### src/rtl/core/frws_pkg.sv
`timescale 1ns / 1ps
package frws_pkg;

  localparam int RING_DEPTH = 64;
  localparam int PTR_W = $clog2(RING_DEPTH);
  localparam int PERIOD_W = 16;
  localparam int TOTAL_W = $clog2(RING_DEPTH * 65535 + 1);
  localparam int N_W = $clog2(RING_DEPTH + 1);
  localparam int RATE_W = 17;
  localparam int RATE_SCALE = 100000;
  localparam int DIVD_W = $clog2(RATE_SCALE * RING_DEPTH + 1);

  localparam int REG_W = 7;
  localparam logic [REG_W-1:0] RECENT_RESET = 7'd10;
  localparam int CFG_ADDR_W = 3;
  localparam int CFG_DATA_W = 32;

  localparam int IN_TDATA_W = 16;
  localparam int OUT_TDATA_W = 72;

  typedef enum logic [0:0] {
    REG_RECENT_FRAMES = 1'b0
  } reg_idx_t;

  typedef struct packed {
    logic               start;
    logic [DIVD_W-1:0]  dividend;
    logic [TOTAL_W-1:0] divisor;
  } div_req_t;

  typedef struct packed {
    logic              done;
    logic [RATE_W-1:0] quotient;
  } div_rsp_t;

  typedef struct packed {
    logic [RATE_W-1:0] fps_high;
    logic [RATE_W-1:0] fps_mean;
    logic [RATE_W-1:0] fps_low;
    logic [RATE_W-1:0] fps_now;
  } frws_result_t;

endpackage

### src/rtl/core/frws_ram.sv
`timescale 1ns / 1ps
module frws_ram #(
  parameter int WIDTH = 16,
  parameter int DEPTH = 64
) (
  input  logic                     clk,
  input  logic                     wr_en,
  input  logic [$clog2(DEPTH)-1:0] wr_addr,
  input  logic [WIDTH-1:0]         wr_data,
  input  logic                     rd_en,
  input  logic [$clog2(DEPTH)-1:0] rd_addr,
  output logic [WIDTH-1:0]         rd_data
);

  logic [WIDTH-1:0] mem [DEPTH];
  logic [WIDTH-1:0] rd_data_r;

  always_ff @(posedge clk) begin
    if (wr_en) begin
      mem[wr_addr] <= wr_data;
    end
    if (rd_en) begin
      rd_data_r <= mem[rd_addr];
    end
  end

  assign rd_data = rd_data_r;

endmodule

### src/rtl/core/frws_div.sv
`timescale 1ns / 1ps
module frws_div (
  input  logic               clk,
  input  logic               rst_n,
  input  frws_pkg::div_req_t req,
  output frws_pkg::div_rsp_t rsp
);
  import frws_pkg::*;

  localparam int CNT_W = $clog2(DIVD_W + 1);

  logic               busy_r;
  logic               done_r;
  logic [CNT_W-1:0]   cnt_r;
  logic [DIVD_W-1:0]  quo_r;
  logic [TOTAL_W-1:0] rem_r;
  logic [TOTAL_W-1:0] dsr_r;

  logic [TOTAL_W:0]   part;
  logic [TOTAL_W+1:0] diff;
  logic               ge;

  // one restoring step: bring down the next dividend bit, try the subtract
  assign part = {rem_r, quo_r[DIVD_W-1]};
  assign diff = {1'b0, part} - {2'b00, dsr_r};
  assign ge   = ~diff[TOTAL_W+1];

  always_ff @(posedge clk) begin
    if (!rst_n) begin
      busy_r <= 1'b0;
      done_r <= 1'b0;
      cnt_r  <= '0;
      quo_r  <= '0;
      rem_r  <= '0;
      dsr_r  <= '0;
    end else begin
      done_r <= 1'b0;
      if (req.start) begin
        busy_r <= 1'b1;
        cnt_r  <= '0;
        quo_r  <= req.dividend;
        rem_r  <= '0;
        dsr_r  <= req.divisor;
      end else if (busy_r) begin
        quo_r <= {quo_r[DIVD_W-2:0], ge};
        rem_r <= ge ? diff[TOTAL_W-1:0] : part[TOTAL_W-1:0];
        cnt_r <= cnt_r + 1'b1;
        if (cnt_r == CNT_W'(DIVD_W - 1)) begin
          busy_r <= 1'b0;
          done_r <= 1'b1;
        end
      end
    end
  end

  assign rsp.done     = done_r;
  assign rsp.quotient = quo_r[RATE_W-1:0];

  a_no_start_busy: assert property (@(posedge clk) disable iff (!rst_n)
    req.start |-> !busy_r)
    else $error("divider restarted while busy");

endmodule

### src/rtl/core/frws_core.sv
`timescale 1ns / 1ps
module frws_core (
  input  logic                          clk,
  input  logic                          rst_n,
  input  logic                          in_valid,
  output logic                          in_ready,
  input  logic [frws_pkg::PERIOD_W-1:0] frame_ms,
  input  logic [frws_pkg::REG_W-1:0]    recent_frames,
  input  logic                          out_free,
  output logic                          res_load,
  output frws_pkg::frws_result_t        res
);
  import frws_pkg::*;

  typedef enum logic [2:0] {
    ST_IDLE,
    ST_OLD_RD,
    ST_OLD_UPD,
    ST_WALK,
    ST_DRAIN,
    ST_DIV_GO,
    ST_DIV_WAIT,
    ST_OUT
  } state_t;

  typedef enum logic [1:0] {
    SEL_NOW,
    SEL_LOW,
    SEL_MEAN,
    SEL_HIGH
  } div_sel_t;

  state_t              state_r;
  div_sel_t            sel_r;
  logic [PTR_W-1:0]    ptr_r;
  logic [PTR_W-1:0]    wa_r;
  logic [PTR_W-1:0]    idx_r;
  logic [PTR_W-1:0]    idx_d_r;
  logic                walk_d_r;
  logic                ent_vld_d_r;
  logic [RING_DEPTH-1:0] valid_r;
  logic [PERIOD_W-1:0] period_r;
  logic [N_W-1:0]      n_r;
  logic [TOTAL_W-1:0]  total_r;
  logic [TOTAL_W-1:0]  sum_r;
  logic [PERIOD_W-1:0] max_r;
  logic [PERIOD_W-1:0] min_r;
  frws_result_t        res_r;

  logic                rd_en;
  logic [PTR_W-1:0]    rd_addr;
  logic                wr_en;
  logic [PERIOD_W-1:0] rd_data;
  logic [PERIOD_W-1:0] ent;
  logic [N_W-1:0]      n_eff;
  div_req_t            div_req;
  div_rsp_t            div_rsp;

  assign rd_en   = (state_r == ST_OLD_RD) || (state_r == ST_WALK);
  assign rd_addr = (state_r == ST_WALK) ? wa_r : ptr_r;
  assign wr_en   = (state_r == ST_OLD_UPD);

  frws_ram #(
    .WIDTH (PERIOD_W),
    .DEPTH (RING_DEPTH)
  ) u_ring (
    .clk     (clk),
    .wr_en   (wr_en),
    .wr_addr (ptr_r),
    .wr_data (period_r),
    .rd_en   (rd_en),
    .rd_addr (rd_addr),
    .rd_data (rd_data)
  );

  // an entry never written since reset holds a period of one
  assign ent = ent_vld_d_r ? rd_data : PERIOD_W'(1);

  always_comb begin
    if (recent_frames == '0) begin
      n_eff = N_W'(1);
    end else if (int'(recent_frames) > RING_DEPTH) begin
      n_eff = N_W'(RING_DEPTH);
    end else begin
      n_eff = N_W'(recent_frames);
    end
  end

  always_comb begin
    div_req.start = (state_r == ST_DIV_GO);
    unique case (sel_r)
      SEL_NOW: begin
        div_req.dividend = DIVD_W'(n_r * RATE_SCALE);
        div_req.divisor  = sum_r;
      end
      SEL_LOW: begin
        div_req.dividend = DIVD_W'(RATE_SCALE);
        div_req.divisor  = TOTAL_W'(max_r);
      end
      SEL_MEAN: begin
        div_req.dividend = DIVD_W'(RATE_SCALE * RING_DEPTH);
        div_req.divisor  = total_r;
      end
      SEL_HIGH: begin
        div_req.dividend = DIVD_W'(RATE_SCALE);
        div_req.divisor  = TOTAL_W'(min_r);
      end
      default: begin
        div_req.dividend = '0;
        div_req.divisor  = '0;
      end
    endcase
  end

  frws_div u_div (
    .clk   (clk),
    .rst_n (rst_n),
    .req   (div_req),
    .rsp   (div_rsp)
  );

  always_ff @(posedge clk) begin
    if (!rst_n) begin
      state_r     <= ST_IDLE;
      sel_r       <= SEL_NOW;
      ptr_r       <= '0;
      wa_r        <= '0;
      idx_r       <= '0;
      idx_d_r     <= '0;
      walk_d_r    <= 1'b0;
      ent_vld_d_r <= 1'b0;
      valid_r     <= '0;
      period_r    <= '0;
      n_r         <= '0;
      total_r     <= TOTAL_W'(RING_DEPTH);
      sum_r       <= '0;
      max_r       <= '0;
      min_r       <= '1;
      res_r       <= '0;
    end else begin
      if (rd_en) begin
        ent_vld_d_r <= valid_r[rd_addr];
      end
      walk_d_r <= (state_r == ST_WALK);
      idx_d_r  <= idx_r;

      // fold the entry that the walk read in the previous cycle
      if (walk_d_r) begin
        if (N_W'(idx_d_r) < n_r) begin
          sum_r <= sum_r + TOTAL_W'(ent);
        end
        if (ent > max_r) begin
          max_r <= ent;
        end
        if (ent < min_r) begin
          min_r <= ent;
        end
      end

      unique case (state_r)
        ST_IDLE: begin
          if (in_valid) begin
            ptr_r    <= (ptr_r == PTR_W'(RING_DEPTH - 1)) ? '0 : ptr_r + 1'b1;
            period_r <= (frame_ms == '0) ? PERIOD_W'(1) : frame_ms;
            n_r      <= n_eff;
            state_r  <= ST_OLD_RD;
          end
        end
        ST_OLD_RD: begin
          state_r <= ST_OLD_UPD;
        end
        ST_OLD_UPD: begin
          // replace the evicted entry in the running total
          total_r        <= total_r - TOTAL_W'(ent) + TOTAL_W'(period_r);
          valid_r[ptr_r] <= 1'b1;
          wa_r           <= ptr_r;
          idx_r          <= '0;
          sum_r          <= '0;
          max_r          <= '0;
          min_r          <= '1;
          state_r        <= ST_WALK;
        end
        ST_WALK: begin
          // walk newest to oldest so the first n reads form the window
          wa_r  <= (wa_r == '0) ? PTR_W'(RING_DEPTH - 1) : wa_r - 1'b1;
          idx_r <= idx_r + 1'b1;
          if (idx_r == PTR_W'(RING_DEPTH - 1)) begin
            state_r <= ST_DRAIN;
          end
        end
        ST_DRAIN: begin
          sel_r   <= SEL_NOW;
          state_r <= ST_DIV_GO;
        end
        ST_DIV_GO: begin
          state_r <= ST_DIV_WAIT;
        end
        ST_DIV_WAIT: begin
          if (div_rsp.done) begin
            unique case (sel_r)
              SEL_NOW: begin
                res_r.fps_now <= div_rsp.quotient;
                sel_r         <= SEL_LOW;
                state_r       <= ST_DIV_GO;
              end
              SEL_LOW: begin
                res_r.fps_low <= div_rsp.quotient;
                sel_r         <= SEL_MEAN;
                state_r       <= ST_DIV_GO;
              end
              SEL_MEAN: begin
                res_r.fps_mean <= div_rsp.quotient;
                sel_r          <= SEL_HIGH;
                state_r        <= ST_DIV_GO;
              end
              SEL_HIGH: begin
                res_r.fps_high <= div_rsp.quotient;
                state_r        <= ST_OUT;
              end
              default: begin
                state_r <= ST_IDLE;
              end
            endcase
          end
        end
        ST_OUT: begin
          if (out_free) begin
            state_r <= ST_IDLE;
          end
        end
        default: begin
          state_r <= ST_IDLE;
        end
      endcase
    end
  end

  assign in_ready = (state_r == ST_IDLE);
  assign res_load = (state_r == ST_OUT) && out_free;
  assign res      = res_r;

  a_extremes_ok: assert property (@(posedge clk) disable iff (!rst_n)
    (state_r == ST_DIV_GO) |-> (min_r != '0) && (max_r >= min_r))
    else $error("walk left bad min/max");

  a_total_floor: assert property (@(posedge clk) disable iff (!rst_n)
    total_r >= TOTAL_W'(RING_DEPTH))
    else $error("ring total below ring depth");

  a_done_in_wait: assert property (@(posedge clk) disable iff (!rst_n)
    div_rsp.done |-> (state_r == ST_DIV_WAIT))
    else $error("divider finished outside wait state");

endmodule

### src/rtl/core/frame_rate_window_stats_top.sv
`timescale 1ns / 1ps
// Path from an input transaction to out_tvalid: ring update (read of the evicted entry, then write),
//   a walk of the period memory over all 64 entries, a drain state, 4 divisions in turn,
//   then the output register.
// Flow: one item at a time, limited by the single memory read port and the shared
//   bit-serial divider; the next item is taken while a result waits in the output register.
// Reset: synchronous active-low rst_n; every ring entry reads as 1, pointer 0, recent_frames 10.
module frame_rate_window_stats_top (
  input  logic                                clk,
  input  logic                                rst_n,
  // frame_ms [15:0]
  input  logic [frws_pkg::IN_TDATA_W-1:0]     in_tdata,
  input  logic                                in_tvalid,
  output logic                                in_tready,
  // fps_now [16:0], fps_low [33:17], fps_mean [50:34], fps_high [67:51], zero [71:68]
  output logic [frws_pkg::OUT_TDATA_W-1:0]    out_tdata,
  output logic                                out_tvalid,
  input  logic                                out_tready,
  input  logic                                cfg_psel,
  input  logic                                cfg_penable,
  input  logic                                cfg_pwrite,
  input  logic [frws_pkg::CFG_ADDR_W-1:0]     cfg_paddr,
  input  logic [frws_pkg::CFG_DATA_W-1:0]     cfg_pwdata,
  output logic [frws_pkg::CFG_DATA_W-1:0]     cfg_prdata,
  output logic                                cfg_pready
);
  import frws_pkg::*;

  logic [REG_W-1:0] recent_r;
  logic             out_valid_r;
  frws_result_t     out_data_r;

  reg_idx_t         reg_idx;
  logic             cfg_wr;
  logic             core_ready;
  logic             out_free;
  logic             res_load;
  frws_result_t     res;

  assign cfg_pready = 1'b1;
  assign reg_idx    = reg_idx_t'(cfg_paddr[CFG_ADDR_W-1:2]);
  assign cfg_wr     = cfg_psel && cfg_penable && cfg_pwrite && cfg_pready;

  always_comb begin
    unique case (reg_idx)
      REG_RECENT_FRAMES: cfg_prdata = CFG_DATA_W'(recent_r);
      default:           cfg_prdata = '0;
    endcase
  end

  always_ff @(posedge clk) begin
    if (!rst_n) begin
      recent_r <= RECENT_RESET;
    end else if (cfg_wr && (reg_idx == REG_RECENT_FRAMES)) begin
      recent_r <= cfg_pwdata[REG_W-1:0];
    end
  end

  frws_core u_core (
    .clk           (clk),
    .rst_n         (rst_n),
    .in_valid      (in_tvalid),
    .in_ready      (core_ready),
    .frame_ms      (in_tdata[PERIOD_W-1:0]),
    .recent_frames (recent_r),
    .out_free      (out_free),
    .res_load      (res_load),
    .res           (res)
  );

  assign in_tready = core_ready;
  assign out_free  = !out_valid_r || out_tready;

  // output register: hold the result until the transaction completes
  always_ff @(posedge clk) begin
    if (!rst_n) begin
      out_valid_r <= 1'b0;
      out_data_r  <= '0;
    end else if (res_load) begin
      out_valid_r <= 1'b1;
      out_data_r  <= res;
    end else if (out_tready) begin
      out_valid_r <= 1'b0;
    end
  end

  assign out_tvalid = out_valid_r;
  assign out_tdata  = {{(OUT_TDATA_W - 4 * RATE_W){1'b0}}, out_data_r};

endmodule

### config.mk
export PLATFORM = sky130hd
export DESIGN_NAME = frame_rate_window_stats_top
export DESIGN_NICKNAME = d
export VERILOG_FILES = /design/src/rtl/core/frws_pkg.sv /design/src/rtl/core/frws_ram.sv /design/src/rtl/core/frws_div.sv /design/src/rtl/core/frws_core.sv /design/src/rtl/core/frame_rate_window_stats_top.sv
export SDC_FILE = /design/constraint.sdc
export NUM_CORES = 2
export LEC_CHECK = 0
export BUFFER_PORTS_ARGS = -buffer_cell sky130_fd_sc_hd__buf_2
export CAP_MARGIN = 15
export CORE_ASPECT_RATIO = 0.7
export CORE_MARGIN = 3
export CORE_UTILIZATION = 56
export DETAILED_ROUTE_END_ITERATION = 10
export PLACE_DENSITY = 0.84
export SLEW_MARGIN = 30
export SYNTH_ARGS = -nofsm -noshare
export SYNTH_HDL_FRONTEND = slang
export SYNTH_HIERARCHICAL = 1
export SYNTH_SLANG_ARGS = --single-unit
### constraint.sdc
create_clock -name clk -period 5.84 [get_ports clk]
set_input_delay 1.168 -clock clk [delete_from_list [all_inputs] [get_ports clk]]
set_output_delay 1.168 -clock clk [all_outputs]
set_load 0.05 [all_outputs]
==> flow_metrics.env <==
export IMPL_reg2regPathDepth=19
export IMPL_synth_edf_count=1040
export IMPL_overflow=0
export IMPL_ir_drop_mv=0.311
export IMPL_grt_use_total_pct=26.7
export IMPL_worst_pin_slew_ns=1.09
export IMPL_ys_seq_area_share_pct=62.7
export IMPL_async_flop_share_pct=0
export IMPL_r2r_start="u_core/n_r[3]"
export IMPL_finalHoldViolations=0
export IMPL_yosys_warnings=6
export IMPL_setup_viol_count_final=0
export IMPL_cts_resized=0
export IMPL_p_int_mw=17.2
export IMPL_grt_max_degree=119
export IMPL_yosysMostFrequentCell="edfxtp_1"
export IMPL_rows=102
export IMPL_fillCellCount=7687
export IMPL_yosysTopAreaCell="edfxtp_1"
export IMPL_dieHeight_um=287
export IMPL_totalWireLength_mm=157
export IMPL_post_dp_hpwl_mm=97.1
export IMPL_drive_above_1_share_pct=16.4
export IMPL_dr_pass1_iters=8
export IMPL_power_density_nw_per_um2=328
export IMPL_tritoncts="done"
export IMPL_hp_class="flip-flop to flip-flop"
export IMPL_ctsHoldBuffers=0
export IMPL_clk_pin_slew_ns=0.06
export IMPL_drcViolationCount=0
export IMPL_cts_buffer_depth=3
export IMPL_ys_seq_elements=1452
export IMPL_slew_headroom_pct=27.3
export IMPL_grt_pass1_wl_mm=235
export IMPL_initialDrtViolationCount=5362
export IMPL_path_max_fanout=6
export IMPL_syn_avg_cell_area_sq_um=14.0
export IMPL_switching_power_mw=5.57
export IMPL_tns_ns=0
export IMPL_max_freq_mhz=208
export IMPL_final_max_slew_viol_count=0
export IMPL_start_kind="flip-flop"
export IMPL_placement_io_buffers=107
export IMPL_timing_rr_end="u_core/u_div/quo_r[22]"
export IMPL_synth_top_area_share_pct=49.6
export IMPL_cap_violations=0
export IMPL_synthFlopType="edfxtp_1"
export IMPL_initial_utilization_pct=56.7
export IMPL_multi_input_comb_area_sq_um=21300
export IMPL_synthTopCellsByCount="edfxtp_1 (1040), dfxtp_1 (412), nand2_1 (409), a21oi_1 (298), nor2_1 (257)"
export IMPL_die_area_sq_um=117000
export IMPL_vias_per_cell=6.41
export IMPL_post_drt_wl_per_cell_um=25.4
export IMPL_end_kind="flip-flop"
export IMPL_status="finished, final reports clean"
export IMPL_fin_worst_skew_ns=0.0518
export IMPL_cts_htree_levels=4
export IMPL_ant_nets=0
export IMPL_worstSetupEndpoint="u_core/u_div/quo_r[22]"
export IMPL_dr_total_vias=39500
export IMPL_coreArea_sq_um=111000
export IMPL_fin_util_pct=62.4
export IMPL_syn_area_sq_um=63000
export IMPL_yosysUniqueCellTypes=102
export IMPL_crit_type="flip-flop to flip-flop"
export IMPL_postSynthCellCount=4484
export IMPL_leakage_nw=23.9
export IMPL_rsz0062_at_grt="no"
export IMPL_antenna_found_initial=9
export IMPL_ff_latch_area_sq_um=39500
export IMPL_r2r_setup_slack_ns=1.03
export IMPL_layout_nets=4839
export IMPL_ios=165
export IMPL_cts_setup_buffers=0
export IMPL_fin_crit_sh_pct=82.3
export IMPL_power_frac_clock_pct=39.3
export IMPL_gp_congestion=0.895
export IMPL_cp_data_arrival_time_ns=5.46
export IMPL_power_frac_seq_pct=49.7
export IMPL_netSwitchingFraction_pct=24.5
export IMPL_synthTopCellsByArea="edfxtp_1 (50%), dfxtp_1 (13%), mux4_2 (7.9%)"
export IMPL_worstPathRequired_ns=6.50
export IMPL_grt_pass1_vias=37825
export IMPL_die_w_um=407
export IMPL_clk_latency_ns=0.78
export IMPL_crit_start="u_core/n_r[3]"
export IMPL_numCtsBuffers=133
export IMPL_clock_sinks=1452
export IMPL_power_frac_comb_pct=11.0
export IMPL_root_buffer="clkbuf_16"
export IMPL_fin_crit_ns=4.81
export IMPL_syn_to_final_growth_pct=10.1
-- registers in the layout (all words and copies together), names as in the netlist, 16 cells and up --
name,count
out_tdata,68
u_core/max_r,16
u_core/min_r,16
u_core/period_r,16
u_core/res,68
u_core/sum_r,22
u_core/total_r,22
u_core/u_div/dsr_r,22
u_core/u_div/quo_r,23
u_core/u_div/rem_r,22
u_core/u_ring/mem,1024
u_core/u_ring/rd_data,16
u_core/valid_r,64
-- cell type report --
| cell class | count | share of cell area [%] |
|---|---|---|
| inverter | 175 | 0.984 |
| antenna | 7 | 0.0253 |
| timing repair buffer | 238 | 2.22 |
| multi-input combinational | 2601 | 30.8 |
| clock buffer | 164 | 5.13 |
| clock inverter | 73 | 1.27 |
| sequential | 1452 | 57.0 |
| tap | 1456 | 2.63 |
-- cells by family (layout without fill, tap and decap cells) --
family,count (synthesis),count (layout),share of synthesized area [%]
xor+xnor,60,60,0.834
flops,1452,1452,62.7
mux,518,518,13.2
buf+inv,463,650,3.85
compound gates,711,711,7.15
fa+ha+maj,180,180,3.87
other cells,3,42,0.0179
simple gates,1097,1097,8.39
-- per-layer routing --
metal  up-vias  wire, um  global-route usage (%)
li1      16966         -                       -
met1     19700     61400                    38.5
met2      2471     69200                    38.7
met3       357     21800                    8.72
met4         6      4240                    8.48
met5         -        37                       0
-- critical path, stage by stage (launching register included) --
cell and delay (ns):
dfxtp_1 0.48, ha_1 0.33, ha_1 0.29, ha_1 0.27
inv_1 0.05, fa_1 0.50, inv_1 0.04, ha_1 0.33
a21o_1 0.18, a21oi_1 0.26, o21ai_1 0.14, o41ai_2 0.41
o211ai_1 0.22, or4_1 0.43, a31oi_1 0.21, xnor2_1 0.14
o21ai_1 0.07, nand2_1 0.08, o21ai_0 0.08, and2_1 0.18
-- worst min-delay path by stage --
stage	from	end	slack (ns)	cells past startpoint
after floorplan	u_core/valid_r[15]	u_core/valid_r[15]	0.43	2
after global placement	u_core/valid_r[30]	u_core/valid_r[30]	0.44	2
after detailed placement	u_core/valid_r[11]	u_core/valid_r[11]	0.45	1
after CTS	u_core/res[34]	u_core/res[34]	0.46	2
after global routing	u_core/res[39]	u_core/res[39]	0.47	2
final	u_core/res[33]	u_core/res[33]	0.45	2
-- cell usage in the layout (no fill, tap or decap), types with 25 or more instances in the layout --
| master | instances |
|---|---|
| a21oi_1 | 298 |
| a22oi_1 | 53 |
| and2_1 | 51 |
| buf_2 | 108 |
| buf_4 | 128 |
| clkbuf_16 | 136 |
| conb_1 | 35 |
| dfxtp_1 | 395 |
| edfxtp_1 | 1040 |
| fa_1 | 25 |
| ha_1 | 152 |
| inv_1 | 170 |
| mux2_2 | 27 |
| mux2i_1 | 250 |
| mux4_2 | 221 |
| nand2_1 | 408 |
| nand3_1 | 51 |
| nand4_1 | 31 |
| nor2_1 | 250 |
| nor2b_1 | 146 |
| o211ai_1 | 26 |
| o21ai_0 | 95 |
| xnor2_1 | 36 |
-- through the flow --
step | std cells | worst slack, ns | power [mW] | hold WS (ns) | cell area [sq um]
after floorplan | 4516 | 1.63 | 13.4 | 0.428 | 63100
after global placement | 5920 | 1.10 | 13.8 | 0.439 | 64800
after detailed placement | 5921 | 1.11 | 13.9 | 0.446 | 64800
after CTS | 6158 | 1.08 | 22.8 | 0.456 | 69200
after global routing | 6161 | 0.794 | 23.4 | 0.466 | 69300
final | 6166 | 1.03 | 22.7 | 0.455 | 69300
-- power by group through the flow --
| stage | sequential [mW] | clock (mW) | combinational (mW) |
|---|---|---|---|
| after global placement | 11.5 | 0 | 2.33 |
| after floorplan | 11.6 | 0 | 1.79 |
| after global routing | 11.3 | 9.40 | 2.70 |
| after CTS | 11.3 | 9.02 | 2.46 |
| final | 11.3 | 8.93 | 2.50 |
| after detailed placement | 11.5 | 0 | 2.41 |
Note: power is estimated with default switching activity, not from simulation.
